### config.mk
export PLATFORM = sky130hd
export DESIGN_NAME = fat12_cluster_chain_reader_top
export DESIGN_NICKNAME = d
export VERILOG_FILES = /design/src/sv/fccr_pkg.sv /design/src/sv/fccr_dp.sv /design/src/sv/fccr_ctrl.sv /design/src/sv/fat12_cluster_chain_reader_top.sv
export SDC_FILE = /design/constraint.sdc
export NUM_CORES = 2
export LEC_CHECK = 0
export BUFFER_PORTS_ARGS = -buffer_cell sky130_fd_sc_hd__buf_2
export CORE_ASPECT_RATIO = 0.8
export CORE_MARGIN = 2
export CORE_UTILIZATION = 50
export DETAILED_ROUTE_END_ITERATION = 7
export HOLD_SLACK_MARGIN = 0.12
export MAX_ROUTING_LAYER = met4
export PLACE_DENSITY = 0.65
export SLEW_MARGIN = 20
export SYNTH_ARGS = -nofsm -noshare
export SYNTH_HDL_FRONTEND = slang
export SYNTH_SLANG_ARGS = --single-unit
### constraint.sdc
create_clock -name clk_i -period 23.3 [get_ports clk_i]
set_input_delay 3.495 -clock clk_i [delete_from_list [all_inputs] [get_ports clk_i]]
set_output_delay 3.495 -clock clk_i [all_outputs]
set_load 0.005 [all_outputs]
### src/sv/fccr_pkg.sv
package fccr_pkg;

  localparam int unsigned BLOCK_BYTES  = 512;
  localparam int unsigned TOTAL_BLOCKS = 16;
  localparam int unsigned MAX_STEPS    = 14;
  localparam int unsigned DATA_START   = 3;

  localparam int unsigned TBL_DEPTH = 512;
  localparam int unsigned TBL_AW    = $clog2(TBL_DEPTH);
  localparam int unsigned STEP_W    = $clog2(MAX_STEPS + 1);

  localparam int unsigned LBA_W  = 8;
  localparam int unsigned CNT_W  = 10;
  localparam int unsigned OFF_W  = 16;
  localparam int unsigned CLU_W  = 16;
  localparam int unsigned SIZE_W = 32;
  localparam int unsigned CAP_W  = 16;
  localparam int unsigned ENT_W  = 12;

  localparam logic OP_WRITE = 1'b0;
  localparam logic OP_READ  = 1'b1;

  typedef enum logic [3:0] {
    ST_CLEAR,
    ST_IDLE,
    ST_CHECK,
    ST_SEG,
    ST_FETCH_LO,
    ST_FETCH_HI,
    ST_LINK,
    ST_TEST,
    ST_EMIT
  } state_e;

  typedef struct packed {
    logic clr_wr;
    logic tbl_wr;
    logic load;
    logic set_nomatch;
    logic set_zero;
    logic seg_calc;
    logic rd_lo;
    logic rd_hi;
    logic link;
    logic mark_last;
    logic emit;
  } cmd_t;

  typedef struct packed {
    logic clr_last;
    logic match;
    logic cap_zero;
    logic cluster_ok;
    logic done;
    logic next_ok;
    logic steps_max;
    logic seg_last;
    logic out_free;
  } sts_t;

endpackage

### src/sv/fccr_dp.sv
module fccr_dp (
  input  logic                              clk_i,
  input  logic                              rst_ni,
  input  fccr_pkg::cmd_t                    cmd_i,
  output fccr_pkg::sts_t                    sts_o,
  input  logic [fccr_pkg::TBL_AW-1:0]       table_address_i,
  input  logic [7:0]                        table_byte_i,
  input  logic                              name_matches_i,
  input  logic [fccr_pkg::CLU_W-1:0]        start_cluster_i,
  input  logic [fccr_pkg::SIZE_W-1:0]       file_size_i,
  input  logic [fccr_pkg::CAP_W-1:0]        capacity_i,
  output logic                              out_valid_o,
  input  logic                              out_stall_i,
  output logic [fccr_pkg::LBA_W-1:0]        sector_lba_o,
  output logic [fccr_pkg::CNT_W-1:0]        byte_count_o,
  output logic [fccr_pkg::OFF_W-1:0]        out_offset_o,
  output logic                              last_o
);
  import fccr_pkg::*;

  logic [7:0]        mem_q [TBL_DEPTH];
  logic [7:0]        rd_data_q;
  logic [TBL_AW-1:0] clr_cnt_q, clr_cnt_d;
  logic              mem_we;
  logic [TBL_AW-1:0] mem_waddr;
  logic [7:0]        mem_wdata;
  logic [TBL_AW-1:0] mem_raddr;

  logic              match_q;
  logic [CLU_W-1:0]  cluster_q;
  logic [SIZE_W-1:0] size_q;
  logic [CAP_W-1:0]  cap_q;
  logic [OFF_W-1:0]  copied_q;
  logic [STEP_W-1:0] steps_q;
  logic [7:0]        lo_q;

  logic [LBA_W-1:0]  seg_lba_q;
  logic [CNT_W-1:0]  seg_cnt_q;
  logic [OFF_W-1:0]  seg_off_q;
  logic              seg_last_q;

  logic              out_valid_q;
  logic [LBA_W-1:0]  out_lba_q;
  logic [CNT_W-1:0]  out_cnt_q;
  logic [OFF_W-1:0]  out_off_q;
  logic              out_last_q;

  logic [CLU_W:0]    lba_full;
  logic [CLU_W:0]    entry_pos;
  logic [SIZE_W-1:0] rem_size;
  logic [CAP_W-1:0]  rem_cap;
  logic [CAP_W-1:0]  n_blk;
  logic [CAP_W-1:0]  n_seg;
  logic [CAP_W-1:0]  n_nomatch;
  logic [ENT_W-1:0]  next_ent;

  assign lba_full  = {1'b0, cluster_q} + (CLU_W+1)'(DATA_START) - (CLU_W+1)'(2);
  assign entry_pos = {1'b0, cluster_q} + {2'b0, cluster_q[CLU_W-1:1]};

  assign rem_size  = size_q - {{(SIZE_W-OFF_W){1'b0}}, copied_q};
  assign rem_cap   = cap_q - copied_q;
  assign n_blk     = (rem_size < SIZE_W'(BLOCK_BYTES)) ? rem_size[CAP_W-1:0]
                                                       : CAP_W'(BLOCK_BYTES);
  assign n_seg     = (n_blk < rem_cap) ? n_blk : rem_cap;
  assign n_nomatch = (cap_q < CAP_W'(BLOCK_BYTES)) ? cap_q : CAP_W'(BLOCK_BYTES);

  assign next_ent  = cluster_q[0] ? {rd_data_q, lo_q[7:4]} : {rd_data_q[3:0], lo_q};

  assign mem_we    = cmd_i.clr_wr | cmd_i.tbl_wr;
  assign mem_waddr = cmd_i.clr_wr ? clr_cnt_q : table_address_i;
  assign mem_wdata = cmd_i.clr_wr ? 8'h00 : table_byte_i;
  assign mem_raddr = cmd_i.rd_hi ? entry_pos[TBL_AW-1:0] + TBL_AW'(1)
                                 : entry_pos[TBL_AW-1:0];
  assign clr_cnt_d = clr_cnt_q + TBL_AW'(1);

  always_ff @(posedge clk_i) begin
    if (mem_we) begin
      mem_q[mem_waddr] <= mem_wdata;
    end
    if (cmd_i.rd_lo || cmd_i.rd_hi) begin
      rd_data_q <= mem_q[mem_raddr];
    end
  end

  always_ff @(posedge clk_i or negedge rst_ni) begin
    if (!rst_ni) begin
      clr_cnt_q <= '0;
    end else if (cmd_i.clr_wr) begin
      clr_cnt_q <= clr_cnt_d;
    end
  end

  always_ff @(posedge clk_i) begin
    if (cmd_i.load) begin
      match_q   <= name_matches_i;
      cluster_q <= start_cluster_i;
      size_q    <= (file_size_i == '0) ? SIZE_W'(BLOCK_BYTES) : file_size_i;
      cap_q     <= capacity_i;
      copied_q  <= '0;
      steps_q   <= '0;
    end
    if (cmd_i.set_nomatch) begin
      seg_lba_q  <= LBA_W'(DATA_START);
      seg_cnt_q  <= n_nomatch[CNT_W-1:0];
      seg_off_q  <= '0;
      seg_last_q <= 1'b1;
    end
    if (cmd_i.set_zero) begin
      seg_lba_q  <= '0;
      seg_cnt_q  <= '0;
      seg_off_q  <= '0;
      seg_last_q <= 1'b1;
    end
    if (cmd_i.seg_calc) begin
      seg_lba_q  <= lba_full[LBA_W-1:0];
      seg_cnt_q  <= n_seg[CNT_W-1:0];
      seg_off_q  <= copied_q;
      seg_last_q <= 1'b0;
      copied_q   <= copied_q + n_seg;
    end
    if (cmd_i.rd_hi) begin
      lo_q <= rd_data_q;
    end
    if (cmd_i.link) begin
      cluster_q <= {{(CLU_W-ENT_W){1'b0}}, next_ent};
      steps_q   <= steps_q + STEP_W'(1);
    end
    if (cmd_i.mark_last) begin
      seg_last_q <= 1'b1;
    end
    if (cmd_i.emit) begin
      out_lba_q  <= seg_lba_q;
      out_cnt_q  <= seg_cnt_q;
      out_off_q  <= seg_off_q;
      out_last_q <= seg_last_q;
    end
  end

  always_ff @(posedge clk_i or negedge rst_ni) begin
    if (!rst_ni) begin
      out_valid_q <= 1'b0;
    end else if (cmd_i.emit) begin
      out_valid_q <= 1'b1;
    end else if (!out_stall_i) begin
      out_valid_q <= 1'b0;
    end
  end

  always_comb begin
    sts_o.clr_last   = (clr_cnt_q == TBL_AW'(TBL_DEPTH - 1));
    sts_o.match      = match_q;
    sts_o.cap_zero   = (cap_q == '0);
    sts_o.cluster_ok = (cluster_q >= CLU_W'(2)) && (lba_full < (CLU_W+1)'(TOTAL_BLOCKS));
    sts_o.done       = ({{(SIZE_W-OFF_W){1'b0}}, copied_q} >= size_q) || (copied_q >= cap_q);
    sts_o.next_ok    = (next_ent >= ENT_W'(2));
    sts_o.steps_max  = (steps_q == STEP_W'(MAX_STEPS));
    sts_o.seg_last   = seg_last_q;
    sts_o.out_free   = !out_valid_q || !out_stall_i;
  end

  assign out_valid_o  = out_valid_q;
  assign sector_lba_o = out_lba_q;
  assign byte_count_o = out_cnt_q;
  assign out_offset_o = out_off_q;
  assign last_o       = out_last_q;

  a_emit_slot_free : assert property (@(posedge clk_i) disable iff (!rst_ni)
    cmd_i.emit |-> (!out_valid_q || !out_stall_i))
    else $error("segment pushed over a held transfer");

  a_emit_count_bound : assert property (@(posedge clk_i) disable iff (!rst_ni)
    cmd_i.emit |-> (seg_cnt_q <= CNT_W'(BLOCK_BYTES)))
    else $error("segment byte count exceeds block size");

  a_seg_on_valid_cluster : assert property (@(posedge clk_i) disable iff (!rst_ni)
    cmd_i.seg_calc |-> (sts_o.cluster_ok && !sts_o.done))
    else $error("segment computed on invalid cluster or finished walk");

  a_fetch_not_done : assert property (@(posedge clk_i) disable iff (!rst_ni)
    cmd_i.rd_lo |=> (cmd_i.rd_hi && !cmd_i.emit))
    else $error("table fetch not followed by high byte read");

endmodule

### src/sv/fccr_ctrl.sv
module fccr_ctrl (
  input  logic           clk_i,
  input  logic           rst_ni,
  input  logic           in_valid_i,
  output logic           in_stall_o,
  input  logic           operation_i,
  output fccr_pkg::cmd_t cmd_o,
  input  fccr_pkg::sts_t sts_i
);
  import fccr_pkg::*;

  state_e state_q, state_d;

  always_ff @(posedge clk_i or negedge rst_ni) begin
    if (!rst_ni) begin
      state_q <= ST_CLEAR;
    end else begin
      state_q <= state_d;
    end
  end

  always_comb begin
    state_d    = state_q;
    cmd_o      = '0;
    in_stall_o = 1'b1;
    unique case (state_q)
      ST_CLEAR: begin
        cmd_o.clr_wr = 1'b1;
        if (sts_i.clr_last) begin
          state_d = ST_IDLE;
        end
      end
      ST_IDLE: begin
        in_stall_o = 1'b0;
        if (in_valid_i) begin
          if (operation_i == OP_WRITE) begin
            cmd_o.tbl_wr = 1'b1;
          end else begin
            cmd_o.load = 1'b1;
            state_d    = ST_CHECK;
          end
        end
      end
      ST_CHECK: begin
        if (!sts_i.match) begin
          cmd_o.set_nomatch = 1'b1;
          state_d           = ST_EMIT;
        end else if (!sts_i.cluster_ok || sts_i.cap_zero) begin
          cmd_o.set_zero = 1'b1;
          state_d        = ST_EMIT;
        end else begin
          state_d = ST_SEG;
        end
      end
      ST_SEG: begin
        cmd_o.seg_calc = 1'b1;
        state_d        = ST_FETCH_LO;
      end
      ST_FETCH_LO: begin
        if (sts_i.done) begin
          cmd_o.mark_last = 1'b1;
          state_d         = ST_EMIT;
        end else begin
          cmd_o.rd_lo = 1'b1;
          state_d     = ST_FETCH_HI;
        end
      end
      ST_FETCH_HI: begin
        cmd_o.rd_hi = 1'b1;
        state_d     = ST_LINK;
      end
      ST_LINK: begin
        if (!sts_i.next_ok) begin
          cmd_o.mark_last = 1'b1;
          state_d         = ST_EMIT;
        end else begin
          cmd_o.link = 1'b1;
          state_d    = ST_TEST;
        end
      end
      ST_TEST: begin
        if (sts_i.steps_max || !sts_i.cluster_ok) begin
          cmd_o.mark_last = 1'b1;
        end
        state_d = ST_EMIT;
      end
      ST_EMIT: begin
        if (sts_i.out_free) begin
          cmd_o.emit = 1'b1;
          state_d    = sts_i.seg_last ? ST_IDLE : ST_SEG;
        end
      end
      default: begin
        state_d = ST_IDLE;
      end
    endcase
  end

  a_clear_blocks_input : assert property (@(posedge clk_i) disable iff (!rst_ni)
    cmd_o.clr_wr |-> (in_stall_o && !cmd_o.tbl_wr))
    else $error("input taken during table clear");

  a_link_then_test : assert property (@(posedge clk_i) disable iff (!rst_ni)
    cmd_o.link |=> (state_q == ST_TEST))
    else $error("chain link not followed by cluster test");

  a_load_then_check : assert property (@(posedge clk_i) disable iff (!rst_ni)
    cmd_o.load |=> (state_q == ST_CHECK && in_stall_o))
    else $error("read request not followed by entry check");

endmodule

### src/sv/fat12_cluster_chain_reader_top.sv
// Table byte write: accepted while idle, next item may follow at once.
// Read request: no match, a bad start cluster or zero capacity gives one segment,
// else each segment takes size, two table reads (skipped when done), link, cluster
// test and emit; output stalls can hold this. Up to 14 segments, one read at a time.
// After reset the 512-byte table is cleared one byte per cycle,
// with the input stalled; the output register resets to empty.
module fat12_cluster_chain_reader_top (
  input  logic                         clk_i,
  input  logic                         rst_ni,
  input  logic                         in_valid_i,
  output logic                         in_stall_o,
  input  logic                         operation_i,
  input  logic [fccr_pkg::TBL_AW-1:0]  table_address_i,
  input  logic [7:0]                   table_byte_i,
  input  logic                         name_matches_i,
  input  logic [fccr_pkg::CLU_W-1:0]   start_cluster_i,
  input  logic [fccr_pkg::SIZE_W-1:0]  file_size_i,
  input  logic [fccr_pkg::CAP_W-1:0]   capacity_i,
  output logic                         out_valid_o,
  input  logic                         out_stall_i,
  output logic [fccr_pkg::LBA_W-1:0]   sector_lba_o,
  output logic [fccr_pkg::CNT_W-1:0]   byte_count_o,
  output logic [fccr_pkg::OFF_W-1:0]   out_offset_o,
  output logic                         last_o
);
  import fccr_pkg::*;

  cmd_t cmd;
  sts_t sts;

  fccr_ctrl u_ctrl (
    .clk_i       (clk_i),
    .rst_ni      (rst_ni),
    .in_valid_i  (in_valid_i),
    .in_stall_o  (in_stall_o),
    .operation_i (operation_i),
    .cmd_o       (cmd),
    .sts_i       (sts)
  );

  fccr_dp u_dp (
    .clk_i           (clk_i),
    .rst_ni          (rst_ni),
    .cmd_i           (cmd),
    .sts_o           (sts),
    .table_address_i (table_address_i),
    .table_byte_i    (table_byte_i),
    .name_matches_i  (name_matches_i),
    .start_cluster_i (start_cluster_i),
    .file_size_i     (file_size_i),
    .capacity_i      (capacity_i),
    .out_valid_o     (out_valid_o),
    .out_stall_i     (out_stall_i),
    .sector_lba_o    (sector_lba_o),
    .byte_count_o    (byte_count_o),
    .out_offset_o    (out_offset_o),
    .last_o          (last_o)
  );

endmodule
==> out/metrics.csv <==
stage,metric,value,unit
yosys,ys_warn_count,0,
floorplan,rows,208,
worst_setup_path,ff2ff_setup_slack,13.82,ns
worst_setup_path,arrival,10.21,ns
floorplan,start_util,0.502,
worst_hold_path,min_from,u_dp.seg_cnt_q[6],
global_routing,antenna_found_initial,36,
clock_tree,clockBufferDepth,4,
yosys,ys_seq_area_frac,0.639,
worst_setup_path,regToRegEndpoint,u_dp.rd_data_q[3],
sta,hold_slack,0.410,ns
yosys,ys_async_sr_fraction,0.00327,
power,powerDensity,123,nW/um2
sta,min_period,9.48,ns
sta,tightest_slew,1.26,ns
yosys,synthFlopType,edfxtp_1,
sta,max_freq,0.105,GHz
clock_tree,tritoncts,built,
route,vias_per_cell,6.56,
placement,port-buffer-count,123,
placement,gp_congestion,0.926,
sta,period_share,0.407,
route,drc,0,
yosys,synth_xor_area_frac,0.00282,
worst_hold_path,hold_end,u_dp.byte_count_o[6],
worst_setup_path,worst-setup-path-type,register to register,
route,drtPass1Iterations,7,
yosys,synth_area,201000,um2
yosys,ys_ff_latch,4281,
sta,hold_viol,0,
yosys,avgSynthCellArea,14.8,um2
yosys,postSynthCellCount,13558,
power,peakVddDrop,0.115,mV
cells_and_area,area_growth,9.40,%
clock_tree,cts_made_buffers,424,
worst_setup_path,cp-start-kind,register,
floorplan,core,401000,um2
run,maxCapViolations,0,
worst_setup_path,rr_startpoint,u_dp.cluster_q[1],
yosys,synth_top_family_by_area,multiplexers,
global_routing,grt_pass1_vias,120724,
power,p_leak,73.9,nW
cells_and_area,final_layout_size_suffix_gt1_frac,0.129,
yosys,synth_fa_ha_area_frac,0.00569,
sta,fin_setup_tns,0,ns
clock_tree,clk_pin_slew,0.06,ns
worst_setup_path,crit_required,24.03,ns
status,status,"complete, no violations",
yosys,synthMuxAreaShare,0.181,
worst_hold_path,worstHoldPathCells,0,
global_routing,grt_pass1_wl,815000,um
global_routing,grt_overflow,0,
floorplan,dieHeight,571,um
cells_and_area,fillCellCount,31484,
sta,grt_setup_unrepaired,no,
worst_setup_path,cp-end-kind,register,
placement,dpl.cell_count,18181,
global_routing,grt_usage,0.277,
clock_tree,clock-sinks,4281,
floorplan,die-area,407000,um2
yosys,synth_edf_count,4262,
yosys,synth-simple-area-share,0.0671,
clock_tree,post_cts_resized,0,
floorplan,pin_count,124,
clock_tree,clk_latency,1.02,ns
worst_setup_path,worstPathMaxFanout,138,
worst_hold_path,hp-class,register to register,
yosys,ys_types,86,
clock_tree,cts_max_level,5,
route,vias,124470,
sta,skew,0.0463,ns
clock_tree,post_cts_buffers,0,
sta,slew_headroom,0.157,
clock_tree,root_buffer,clkbuf_16,
cells_and_area,stdcell_count,18982,
clock_tree,ctsHoldBuffers,0,
route,drt_iter0_drc,15710,
placement,hpwl,342000,um
sta,drv_slew,0,
sta,finalSetupViolCount,0,
route,drt-total-wl,563000,um
route,wl_per_cell,29.7,um
floorplan,fp.dieW,713,um
yosys,synth-compound-area-share,0.0801,
global_routing,grt_max_degree,222,
cells_and_area,final_nets,13430,
worst_setup_path,r2r_cells,17,
route,antenna_left,0,
==> cells in the mapped netlist, types with 17 or more instances <==
cell type / number / share of area
o22ai_1: 21 / 0.00065
a21o_1: 22 / 0.00082
edfxtp_1: 4262 / 0.64
inv_1: 61 / 0.0011
nand4_1: 40 / 0.0012
mux4_2: 647 / 0.072
o211ai_1: 17 / 0.00063
nor4_1: 66 / 0.0021
a211oi_1: 1222 / 0.046
nand2b_1: 18 / 0.00056
o21ai_0: 157 / 0.0039
a311oi_1: 107 / 0.0047
clkbuf_1: 592 / 0.011
nor2b_1: 707 / 0.022
nand3_1: 167 / 0.0042
xor2_1: 17 / 0.00074
ha_1: 85 / 0.0053
mux2_2: 49 / 0.0027
nor3_1: 190 / 0.0047
nand2_1: 809 / 0.015
buf_1: 223 / 0.0042
o31ai_1: 23 / 0.00086
nor2_1: 707 / 0.013
buf_2: 232 / 0.0058
a22oi_1: 25 / 0.00093
a21oi_1: 510 / 0.013
a311o_1: 21 / 0.0010
and3_1: 21 / 0.00065
xnor2_1: 46 / 0.0020
buf_4: 35 / 0.0013
o32ai_1: 36 / 0.0016
mux2i_1: 2133 / 0.11
a31oi_1: 31 / 0.00096
==> worst max-delay path, stage by stage, from the launching register on <==
cell      delay, ns
edfxtp_1       0.50
ha_1           0.31
fa_4           0.95
buf_4          0.74
buf_12         0.49
buf_4          0.92
buf_12         0.65
buf_4          0.71
buf_4          0.81
mux2i_1        0.27
mux4_2         0.25
nand2_1        0.06
a21oi_1        0.54
o32ai_1        0.15
a221oi_1       0.80
o21ai_0        0.22
o221ai_1       0.22
nor4_2         0.06
==> cell usage in the layout, fill, tap and decap left out, types with 25 or more instances in the layout <==
cell	n
a22oi_1	25
clkinv_1	104
nor2b_1	699
nand2_1	789
buf_12	34
diode_2	25
o32ai_1	35
bufinv_16	32
a31oi_1	31
clkbuf_1	81
mux2i_1	2132
buf_4	198
edfxtp_1	4262
mux2_2	49
clkbuf_16	429
ha_1	83
o21ai_0	157
a311oi_1	107
nor3_1	188
clkinv_2	91
xnor2_1	41
buf_2	123
nor4_1	61
nand4_1	40
mux4_2	647
nand3_1	165
nor2_1	698
a21oi_1	503
a211oi_1	1220
inv_1	60
==> metal layers <==
layer  global-route usage  part of all wire  vias up
li1                     -                 -    53229
met1                0.390              0.42    64039
met2                0.410              0.45     6202
met3               0.0544              0.10     1000
met4               0.0823             0.031        0
met5                    -                 0        -
==> cell families after synthesis <==
logic type | count (synthesis)
AOI/OAI and AO/OA | 2325
xor gates and xnor gates | 64
adders and majority gates | 89
buffers and inverters | 1157
DFF | 4281
muxes | 2829
other | 1
and+or+nand+nor | 2812
==> sequential cells by signal (all words and copies together), names as in the netlist <==
name	cells
u_ctrl.state_q	4
u_dp.byte_count_o	10
u_dp.cap_q	16
u_dp.clr_cnt_q	9
u_dp.cluster_q	16
u_dp.copied_q	16
u_dp.last_o	1
u_dp.lo_q	8
u_dp.match_q	1
u_dp.mem_q	4096
u_dp.out_offset_o	16
u_dp.out_valid_o	1
u_dp.rd_data_q	8
u_dp.sector_lba_o	8
u_dp.seg_cnt_q	10
u_dp.seg_last_q	1
u_dp.seg_lba_q	8
u_dp.seg_off_q	16
u_dp.size_q	32
u_dp.steps_q	4
==> worst max-delay path by stage <==
stage                       from           endpoint  slack (ns)  cells past startpoint
6_report       u_dp.cluster_q[1]  u_dp.rd_data_q[3]       13.82                     17
5_1_grt         u_dp.copied_q[0]  u_dp.copied_q[14]       13.39                     33
4_1_cts         u_dp.copied_q[0]  u_dp.copied_q[14]       13.65                     33
3_5_place_dp    u_dp.copied_q[0]  u_dp.copied_q[14]       13.71                     33
3_3_place_gp    u_dp.copied_q[0]  u_dp.copied_q[14]       13.86                     33
2_1_floorplan    table_byte_i[0]   u_dp.mem_q[0][0]        4.91                      1
==> metrics by stage <==
step                      total power, W  utilization  worst slack [ns]  instance area (um2)
final                             0.0270        0.549             13.82               220000
after floorplan                   0.0174            -              4.91               201000
after detailed placement          0.0203        0.515             13.71               206000
after global placement            0.0200        0.515             13.86               206000
after global routing              0.0279        0.549             13.39               220000
after CTS                         0.0269        0.548             13.65               220000
==> power by group <==
group	leakage, nW	switching (W)	internal (W)
registers	39.1	0.0000898	0.00973
logic	28.3	0.00707	0.00342
clock network	6.53	0.00299	0.00373
==> cell type report <==
type	count	area, um2	area share
Sequential cell	4281	128000	0.584
Antenna cell	25	62.6	0.000284
Clock inverter	264	2290	0.0104
Multi-Input combinational cell	8125	68300	0.311
Tap cell	5355	6700	0.0305
Timing Repair Buffer	358	2870	0.0130
Clock buffer	510	11000	0.0502
Inverter	64	273	0.00124
Note: power is estimated with default switching activity, not from simulation.
